**src/design/u16u8_pkg.sv**
```systemverilog
// Shared types, widths and the UTF-8 byte encoder for the UTF-16 to UTF-8 transcoder.
// No dependencies; every other design file imports this package.
package u16u8_pkg;

   localparam int CODE_UNIT_W = 16;
   localparam int BYTE_W      = 8;
   localparam int CP_W        = 21;
   localparam int MAX_BYTES   = 4;
   localparam int IDX_W       = $clog2(MAX_BYTES);
   localparam int SURR_BITS_W = 10;

   localparam logic [5:0]      SURR_HIGH_TAG = 6'b110110;
   localparam logic [5:0]      SURR_LOW_TAG  = 6'b110111;
   localparam logic [CP_W-1:0] SUPP_BASE     = 21'h10000;

   // A code point on its way from the surrogate stage to the serializer.
   typedef struct packed {
      logic            valid;
      logic [CP_W-1:0] cp;
   } cp_type;

   // The encoded bytes of one code point and the index of its final byte.
   typedef struct packed {
      logic [MAX_BYTES-1:0][BYTE_W-1:0] bytes;
      logic [IDX_W-1:0]                 last_idx;
   } enc_type;

   function automatic enc_type utf8_encode(input logic [CP_W-1:0] cp);
      enc_type e;
      e.bytes = '0;
      if (cp < 21'h80) begin
         e.bytes[0] = cp[7:0];
         e.last_idx = IDX_W'(0);
      end else if (cp < 21'h800) begin
         e.bytes[0] = {3'b110, cp[10:6]};
         e.bytes[1] = {2'b10, cp[5:0]};
         e.last_idx = IDX_W'(1);
      end else if (cp < 21'h10000) begin
         e.bytes[0] = {4'b1110, cp[15:12]};
         e.bytes[1] = {2'b10, cp[11:6]};
         e.bytes[2] = {2'b10, cp[5:0]};
         e.last_idx = IDX_W'(2);
      end else begin
         e.bytes[0] = {5'b11110, cp[20:18]};
         e.bytes[1] = {2'b10, cp[17:12]};
         e.bytes[2] = {2'b10, cp[11:6]};
         e.bytes[3] = {2'b10, cp[5:0]};
         e.last_idx = IDX_W'(3);
      end
      return e;
   endfunction

endpackage

```
**src/design/u16u8_ifs.sv**
```systemverilog
// Valid/ready channel interfaces for code units in and UTF-8 bytes out.
// Depends on u16u8_pkg for the payload widths.
interface u16u8_req_if import u16u8_pkg::*; ();
   logic                   valid;
   logic                   ready;
   logic [CODE_UNIT_W-1:0] code_unit;
   logic                   end_of_text;

   modport source (output valid, output code_unit, output end_of_text, input ready);
   modport sink (input valid, input code_unit, input end_of_text, output ready);
endinterface

interface u16u8_rsp_if import u16u8_pkg::*; ();
   logic              valid;
   logic              ready;
   logic [BYTE_W-1:0] utf8_byte;
   logic              last_of_run;

   modport source (output valid, output utf8_byte, output last_of_run, input ready);
   modport sink (input valid, input utf8_byte, input last_of_run, output ready);
endinterface

```
**src/design/u16u8_pair.sv**
```systemverilog
// Input stage: surrogate pairing and the registered code point.
// Depends on u16u8_pkg and u16u8_req_if.
module u16u8_pair import u16u8_pkg::*; (
   input  logic         clock,
   input  logic         reset,
   u16u8_req_if.sink    req_chan,
   output cp_type       cp_out,
   input  logic         cp_ready
);

   logic                   s1_valid_ff, s1_valid_in;
   logic [CP_W-1:0]        cp_ff, cp_in;
   logic                   pending_ff, pending_in;
   logic [SURR_BITS_W-1:0] held_ff, held_in;
   logic                   accept, is_high, is_low, emits;

   assign req_chan.ready = !s1_valid_ff || cp_ready;
   assign accept         = req_chan.valid && req_chan.ready;

   assign is_high = req_chan.code_unit[15:10] == SURR_HIGH_TAG;
   assign is_low  = req_chan.code_unit[15:10] == SURR_LOW_TAG;
   assign emits   = !is_high && (!is_low || pending_ff);

   always_comb begin
      if (is_low) begin
         cp_in = {1'b0, held_ff, req_chan.code_unit[9:0]} + SUPP_BASE;
      end else begin
         cp_in = CP_W'(req_chan.code_unit);
      end
   end

   always_comb begin
      s1_valid_in = s1_valid_ff && !cp_ready;
      pending_in  = pending_ff;
      held_in     = held_ff;
      if (accept) begin
         s1_valid_in = emits;
         pending_in  = is_high && !req_chan.end_of_text;
         held_in     = req_chan.code_unit[9:0];
      end
   end

   always_ff @(posedge clock) begin
      if (reset) begin
         s1_valid_ff <= 1'b0;
         pending_ff  <= 1'b0;
         held_ff     <= '0;
      end else begin
         s1_valid_ff <= s1_valid_in;
         pending_ff  <= pending_in;
         held_ff     <= held_in;
      end
   end

   always_ff @(posedge clock) begin
      if (accept) begin
         cp_ff <= cp_in;
      end
   end

   assign cp_out.valid = s1_valid_ff;
   assign cp_out.cp    = cp_ff;

endmodule

```
**src/design/u16u8_ser.sv**
```systemverilog
// Output stage: encodes a code point into UTF-8 and sends its bytes one per transfer.
// Depends on u16u8_pkg and u16u8_rsp_if.
module u16u8_ser import u16u8_pkg::*; (
   input  logic         clock,
   input  logic         reset,
   input  cp_type       cp_in,
   output logic         cp_ready,
   u16u8_rsp_if.source  rsp_chan
);

   logic                             valid_ff, valid_in;
   logic [MAX_BYTES-1:0][BYTE_W-1:0] bytes_ff;
   logic [IDX_W-1:0]                 last_ff;
   logic [IDX_W-1:0]                 idx_ff, idx_in;
   logic                             xfer, final_xfer, load;
   enc_type                          enc;

   assign enc        = utf8_encode(cp_in.cp);
   assign xfer       = rsp_chan.valid && rsp_chan.ready;
   assign final_xfer = xfer && (idx_ff == last_ff);
   assign cp_ready   = !valid_ff || final_xfer;
   assign load       = cp_ready && cp_in.valid;

   always_comb begin
      valid_in = valid_ff;
      idx_in   = idx_ff;
      if (cp_ready) begin
         valid_in = cp_in.valid;
         idx_in   = '0;
      end else if (xfer) begin
         idx_in = idx_ff + IDX_W'(1);
      end
   end

   always_ff @(posedge clock) begin
      if (reset) begin
         valid_ff <= 1'b0;
         idx_ff   <= '0;
      end else begin
         valid_ff <= valid_in;
         idx_ff   <= idx_in;
      end
   end

   always_ff @(posedge clock) begin
      if (load) begin
         bytes_ff <= enc.bytes;
         last_ff  <= enc.last_idx;
      end
   end

   assign rsp_chan.valid       = valid_ff;
   assign rsp_chan.utf8_byte   = bytes_ff[idx_ff];
   assign rsp_chan.last_of_run = idx_ff == last_ff;

`ifndef SYNTHESIS
   a_idx_in_range: assert property (@(posedge clock) disable iff (reset)
      valid_ff |-> idx_ff <= last_ff)
      else $error("Byte index ran past the final byte.");

   a_advance: assert property (@(posedge clock) disable iff (reset)
      xfer && !final_xfer |=> valid_ff && idx_ff == $past(idx_ff) + IDX_W'(1))
      else $error("Serializer did not advance to the next byte.");

   a_lead_byte: assert property (@(posedge clock) disable iff (reset)
      valid_ff && idx_ff == '0 |-> rsp_chan.utf8_byte[7:6] != 2'b10)
      else $error("First byte of a sequence is a continuation byte.");

   a_cont_byte: assert property (@(posedge clock) disable iff (reset)
      valid_ff && idx_ff != '0 |-> rsp_chan.utf8_byte[7:6] == 2'b10)
      else $error("Later byte of a sequence is not a continuation byte.");
`endif

endmodule

```
**src/design/utf16_to_utf8_transcoder.sv**
```systemverilog
// UTF-16 to UTF-8 transcoder: pairing stage feeding a byte serializer.
// A code point is registered in the pairing stage and then in the serializer's byte register.
// One byte per cycle while output is ready; 1 to 3 bytes per unit, 4 per surrogate pair.
// Units that yield no bytes never block the output.
// Reset is synchronous and clears the pending surrogate and both stages.
module utf16_to_utf8_transcoder import u16u8_pkg::*; (
   input  logic         clock,
   input  logic         reset,
   u16u8_req_if.sink    req_chan,
   u16u8_rsp_if.source  rsp_chan
);

   cp_type cp_link;
   logic   cp_ready;

   u16u8_pair u_pair (
      .clock    (clock),
      .reset    (reset),
      .req_chan (req_chan),
      .cp_out   (cp_link),
      .cp_ready (cp_ready)
   );

   u16u8_ser u_ser (
      .clock    (clock),
      .reset    (reset),
      .cp_in    (cp_link),
      .cp_ready (cp_ready),
      .rsp_chan (rsp_chan)
   );

endmodule

```
**src/flat_wrapper.sv**
```systemverilog
// flat-port wrapper written by rule: the top's interface ports become plain ports
module utf16_to_utf8_transcoder_flat import u16u8_pkg::*;
  (clock, reset, req_chan_valid, req_chan_code_unit, req_chan_end_of_text, req_chan_ready, rsp_chan_valid, rsp_chan_utf8_byte, rsp_chan_last_of_run, rsp_chan_ready);
  u16u8_req_if req_chan_i ();
  u16u8_rsp_if rsp_chan_i ();
  input  logic clock;
  input  logic reset;
  input wire logic [$bits(req_chan_i.valid)-1:0] req_chan_valid;
  input wire logic [$bits(req_chan_i.code_unit)-1:0] req_chan_code_unit;
  input wire logic [$bits(req_chan_i.end_of_text)-1:0] req_chan_end_of_text;
  output wire logic [$bits(req_chan_i.ready)-1:0] req_chan_ready;
  output wire logic [$bits(rsp_chan_i.valid)-1:0] rsp_chan_valid;
  output wire logic [$bits(rsp_chan_i.utf8_byte)-1:0] rsp_chan_utf8_byte;
  output wire logic [$bits(rsp_chan_i.last_of_run)-1:0] rsp_chan_last_of_run;
  input wire logic [$bits(rsp_chan_i.ready)-1:0] rsp_chan_ready;
  assign req_chan_i.valid = req_chan_valid;
  assign req_chan_i.code_unit = req_chan_code_unit;
  assign req_chan_i.end_of_text = req_chan_end_of_text;
  assign req_chan_ready = req_chan_i.ready;
  assign rsp_chan_valid = rsp_chan_i.valid;
  assign rsp_chan_utf8_byte = rsp_chan_i.utf8_byte;
  assign rsp_chan_last_of_run = rsp_chan_i.last_of_run;
  assign rsp_chan_i.ready = rsp_chan_ready;
  utf16_to_utf8_transcoder u_core (.clock(clock), .reset(reset), .req_chan(req_chan_i), .rsp_chan(rsp_chan_i));
endmodule
```
**config.mk**
```make
export PLATFORM = sky130hd
export DESIGN_NAME = utf16_to_utf8_transcoder_flat
export DESIGN_NICKNAME = d
export VERILOG_FILES = /design/src/design/u16u8_pkg.sv /design/src/design/u16u8_ifs.sv /design/src/design/u16u8_pair.sv /design/src/design/u16u8_ser.sv /design/src/design/utf16_to_utf8_transcoder.sv /design/src/flat_wrapper.sv
export SDC_FILE = /design/constraint.sdc
export NUM_CORES = 1
export LEC_CHECK = 0
export ABC_AREA = 1
export BUFFER_PORTS_ARGS = -buffer_cell sky130_fd_sc_hd__buf_2
export CAP_MARGIN = 15
export CELL_PAD_IN_SITES_DETAIL_PLACEMENT = 2
export CELL_PAD_IN_SITES_GLOBAL_PLACEMENT = 2
export CORE_MARGIN = 3
export CORE_UTILIZATION = 37
export DETAILED_ROUTE_END_ITERATION = 12
export GPL_ROUTABILITY_DRIVEN = 0
export HOLD_SLACK_MARGIN = 0.12
export PLACE_DENSITY_LB_ADDON = 0.1
export SLEW_MARGIN = 20
export SYNTH_ARGS = -nofsm -noshare
export SYNTH_HDL_FRONTEND = slang
export SYNTH_SLANG_ARGS = --single-unit
```
**constraint.sdc**
```tcl
create_clock -name clock -period 3.2 [get_ports clock]
set_clock_uncertainty 0.1 [all_clocks]
set_input_delay 0 -clock clock [delete_from_list [all_inputs] [get_ports clock]]
set_output_delay 0 -clock clock [all_outputs]
set_load 0.05 [all_outputs]
```
==> metrics <==
outcome=completed; crit-path most repeated cell=nand2_1; layout cells sized above 1=15.2%; routed vias/inst=5.10; drt first pass iters=4; Setup crit start kind=flop; Max-Cap Viols=0; fmax=420 MHz; post-layout util=47.0%; PD cells=495 nW/um2; worst reg2reg setup slack=0.82 ns; Final Slew Violations=0; crit path kind=reg -> reg; Port Buffers=31; first-pass GRT wire length=15.0 mm; die width=96.8 um; share of the synthesized area in the top cell type=50.2%; vias in the first global route=2,794; setup tns final=0 ns; Syn. warnings=0; Die Ht=96.8 um; placed cells=445; crit share post-route=74.3%; Final Hold Fails=0; Rel. slew slack=47.4%; crit-path max FO=25; Sink Count=66; required time worst endpoint=3.07 ns; initial antenna violation count=0; routed vias=2,468; CTS tree=done; Worst Path Arrival=2.25 ns; Diodes inserted=0; drt drc=0; Starting Density=38.8%; Synth Register Bits=66; Synth Area per Inst=9.50 um2; Worst IR Drop VDD=0.205 mV; worst-path cell chain=nand2_1 > nand2_1 > nand3_2 > nand3_4 > nand2_1 > inv_1; Clock Latency Late Sink=0.34 ns; drt total wl=8.80 mm; commonest non-fill, non-tap cell in the layout=nand2_1; total I/O pin count=32; Hold Path Class=in -> reg; total grt overflow=0; post-synthesis sequential area ratio=60.1%; CTS root buf=clkbuf_8; area leader, netlist=edfxtp_1; Tmin final=2.38 ns; routed len/inst=18.2 um; Initial DRC Count=96; largest net degree at the start of global routing=31; CTS hold repair buffers=23; library cells used by synthesis=29; Post-CTS Resized=0; NumNets Final=399; RSZ-0062 raised after global routing=no; clock buffer count from CTS=9; worst slew pin tran=0.788 ns; core area=7850 um2; commonest cells after routing, fill and taps aside=59 x nand2_1, 51 x edfxtp_1, 41 x inv_1; clock transition at the registers of the reported paths=0.07 ns; Final Non-Filler Cells=484; Power Total=1830 uW; Worst path slowest cell=inv_1; # setup viols final=0; area grow syn2layout=20.9%; mapped cell area=3050 um2; nature of the critical path endpoint=flop; DP HPWL=6.15 mm; Mapped Cells=321; GRT Overall Usage=20.4%; Pleak=0.00154 uW; row cnt=32; Post-CTS Setup Inserts=0; Mapped Nets=343; max incr delay on CP=0.59 ns; clock tree buffer depth=2; antenna-violating nets left=0; Synth area leaders=edfxtp_1 50%, dfxtp_1 9.9%, nand2_1 7.3%; die area=9360 um2; htree depth=3
==> sequential cells by signal (all words and copies together), names as in the netlist <==
register / cells
u_core.u_ser.bytes_ff: 28
u_core.u_pair.cp_ff: 21
u_core.u_ser.last_ff: 2
u_core.u_pair.s1_valid_ff: 1
u_core.u_ser.idx_ff: 2
u_core.u_pair.pending_ff: 1
u_core.u_pair.held_ff: 10
u_core.u_ser.rsp_chan.valid: 1
==> power breakdown <==
group	internal [uW]	leakage [uW]	switching (uW)
clock	323	0.0000867	304
combinational	67.8	0.000848	122
sequential	977	0.000604	31.2
==> layout make-up <==
class,instances,area [um2]
clock buffers,14,163
clock inverters,2,12.5
fillers,848,4160
inverters,43,161
multi-input cells,200,982
flip-flops and latches,66,1830
well taps,102,128
repair buffers,57,408
==> cell usage after synthesis (all sizes together) <==
cell / n
nor2: 42
clkbuf: 4
a32oi: 1
ha: 1
buf: 8
o21a: 3
xnor2: 1
edfxtp: 51
nor3: 4
dfxtp: 15
xor2: 1
a31oi: 4
a21oi: 24
nand2: 59
o21ai: 24
inv: 43
a22oi: 1
o22ai: 8
nand3: 25
nor3b: 1
nand3b: 1
==> cells by family (layout without fill, tap and decap cells) <==
kind of cell	Yosys count	in the layout	synth area share, %
AO/OA/AOI/OAI	65	65	11.6
XOR/XNOR	2	2	0.821
adder cells (fa/ha/maj)	1	1	0.410
buffers and inverters	55	116	7.76
flip-flops	66	66	60.1
AND/OR/NAND/NOR	132	132	19.3
==> routing by layer <==
metal	track usage, %	vias to the layer above	share of wire (%)
met5	0	-	0
met4	6.91	0	2.0
met3	3.82	16	2.1
met2	35.6	39	52
met1	25.2	1218	44
li1	-	1195	-
==> per-stage QoR <==
stage	hold slack, ns	cell area (um2)	setup slack (ns)
after floorplan	-0.0309	3050	0.549
after global routing	0.292	3690	0.568
after CTS	0.274	3690	0.790
after detailed placement	0.0904	3280	0.851
final	0.297	3690	0.821
after global placement	0.0914	3280	0.991
==> path summary, 6_finish.rpt <==
path | to | from | cells after the start
worst max-delay path | u_core.u_pair.cp_ff[17] | u_core.u_ser.idx_ff[1] | 6
worst min-delay path | u_core.u_pair.cp_ff[9] | req_chan_code_unit[9] | 2
worst max register to register | u_core.u_pair.cp_ff[17] | u_core.u_ser.idx_ff[1] | 6
worst min register to register | u_core.u_pair.held_ff[3] | u_core.u_pair.held_ff[3] | 2
==> worst max-delay path, delay by kind of cell, from the launching register on <==
| kind | cells | cell delay [ns] |
|---|---|---|
| AND/OR/NAND/NOR | 5 | 0.79 |
| buffers and inverters | 1 | 0.59 |
| flip-flops | 1 | 0.51 |
Note: power is estimated with default switching activity, not from simulation.
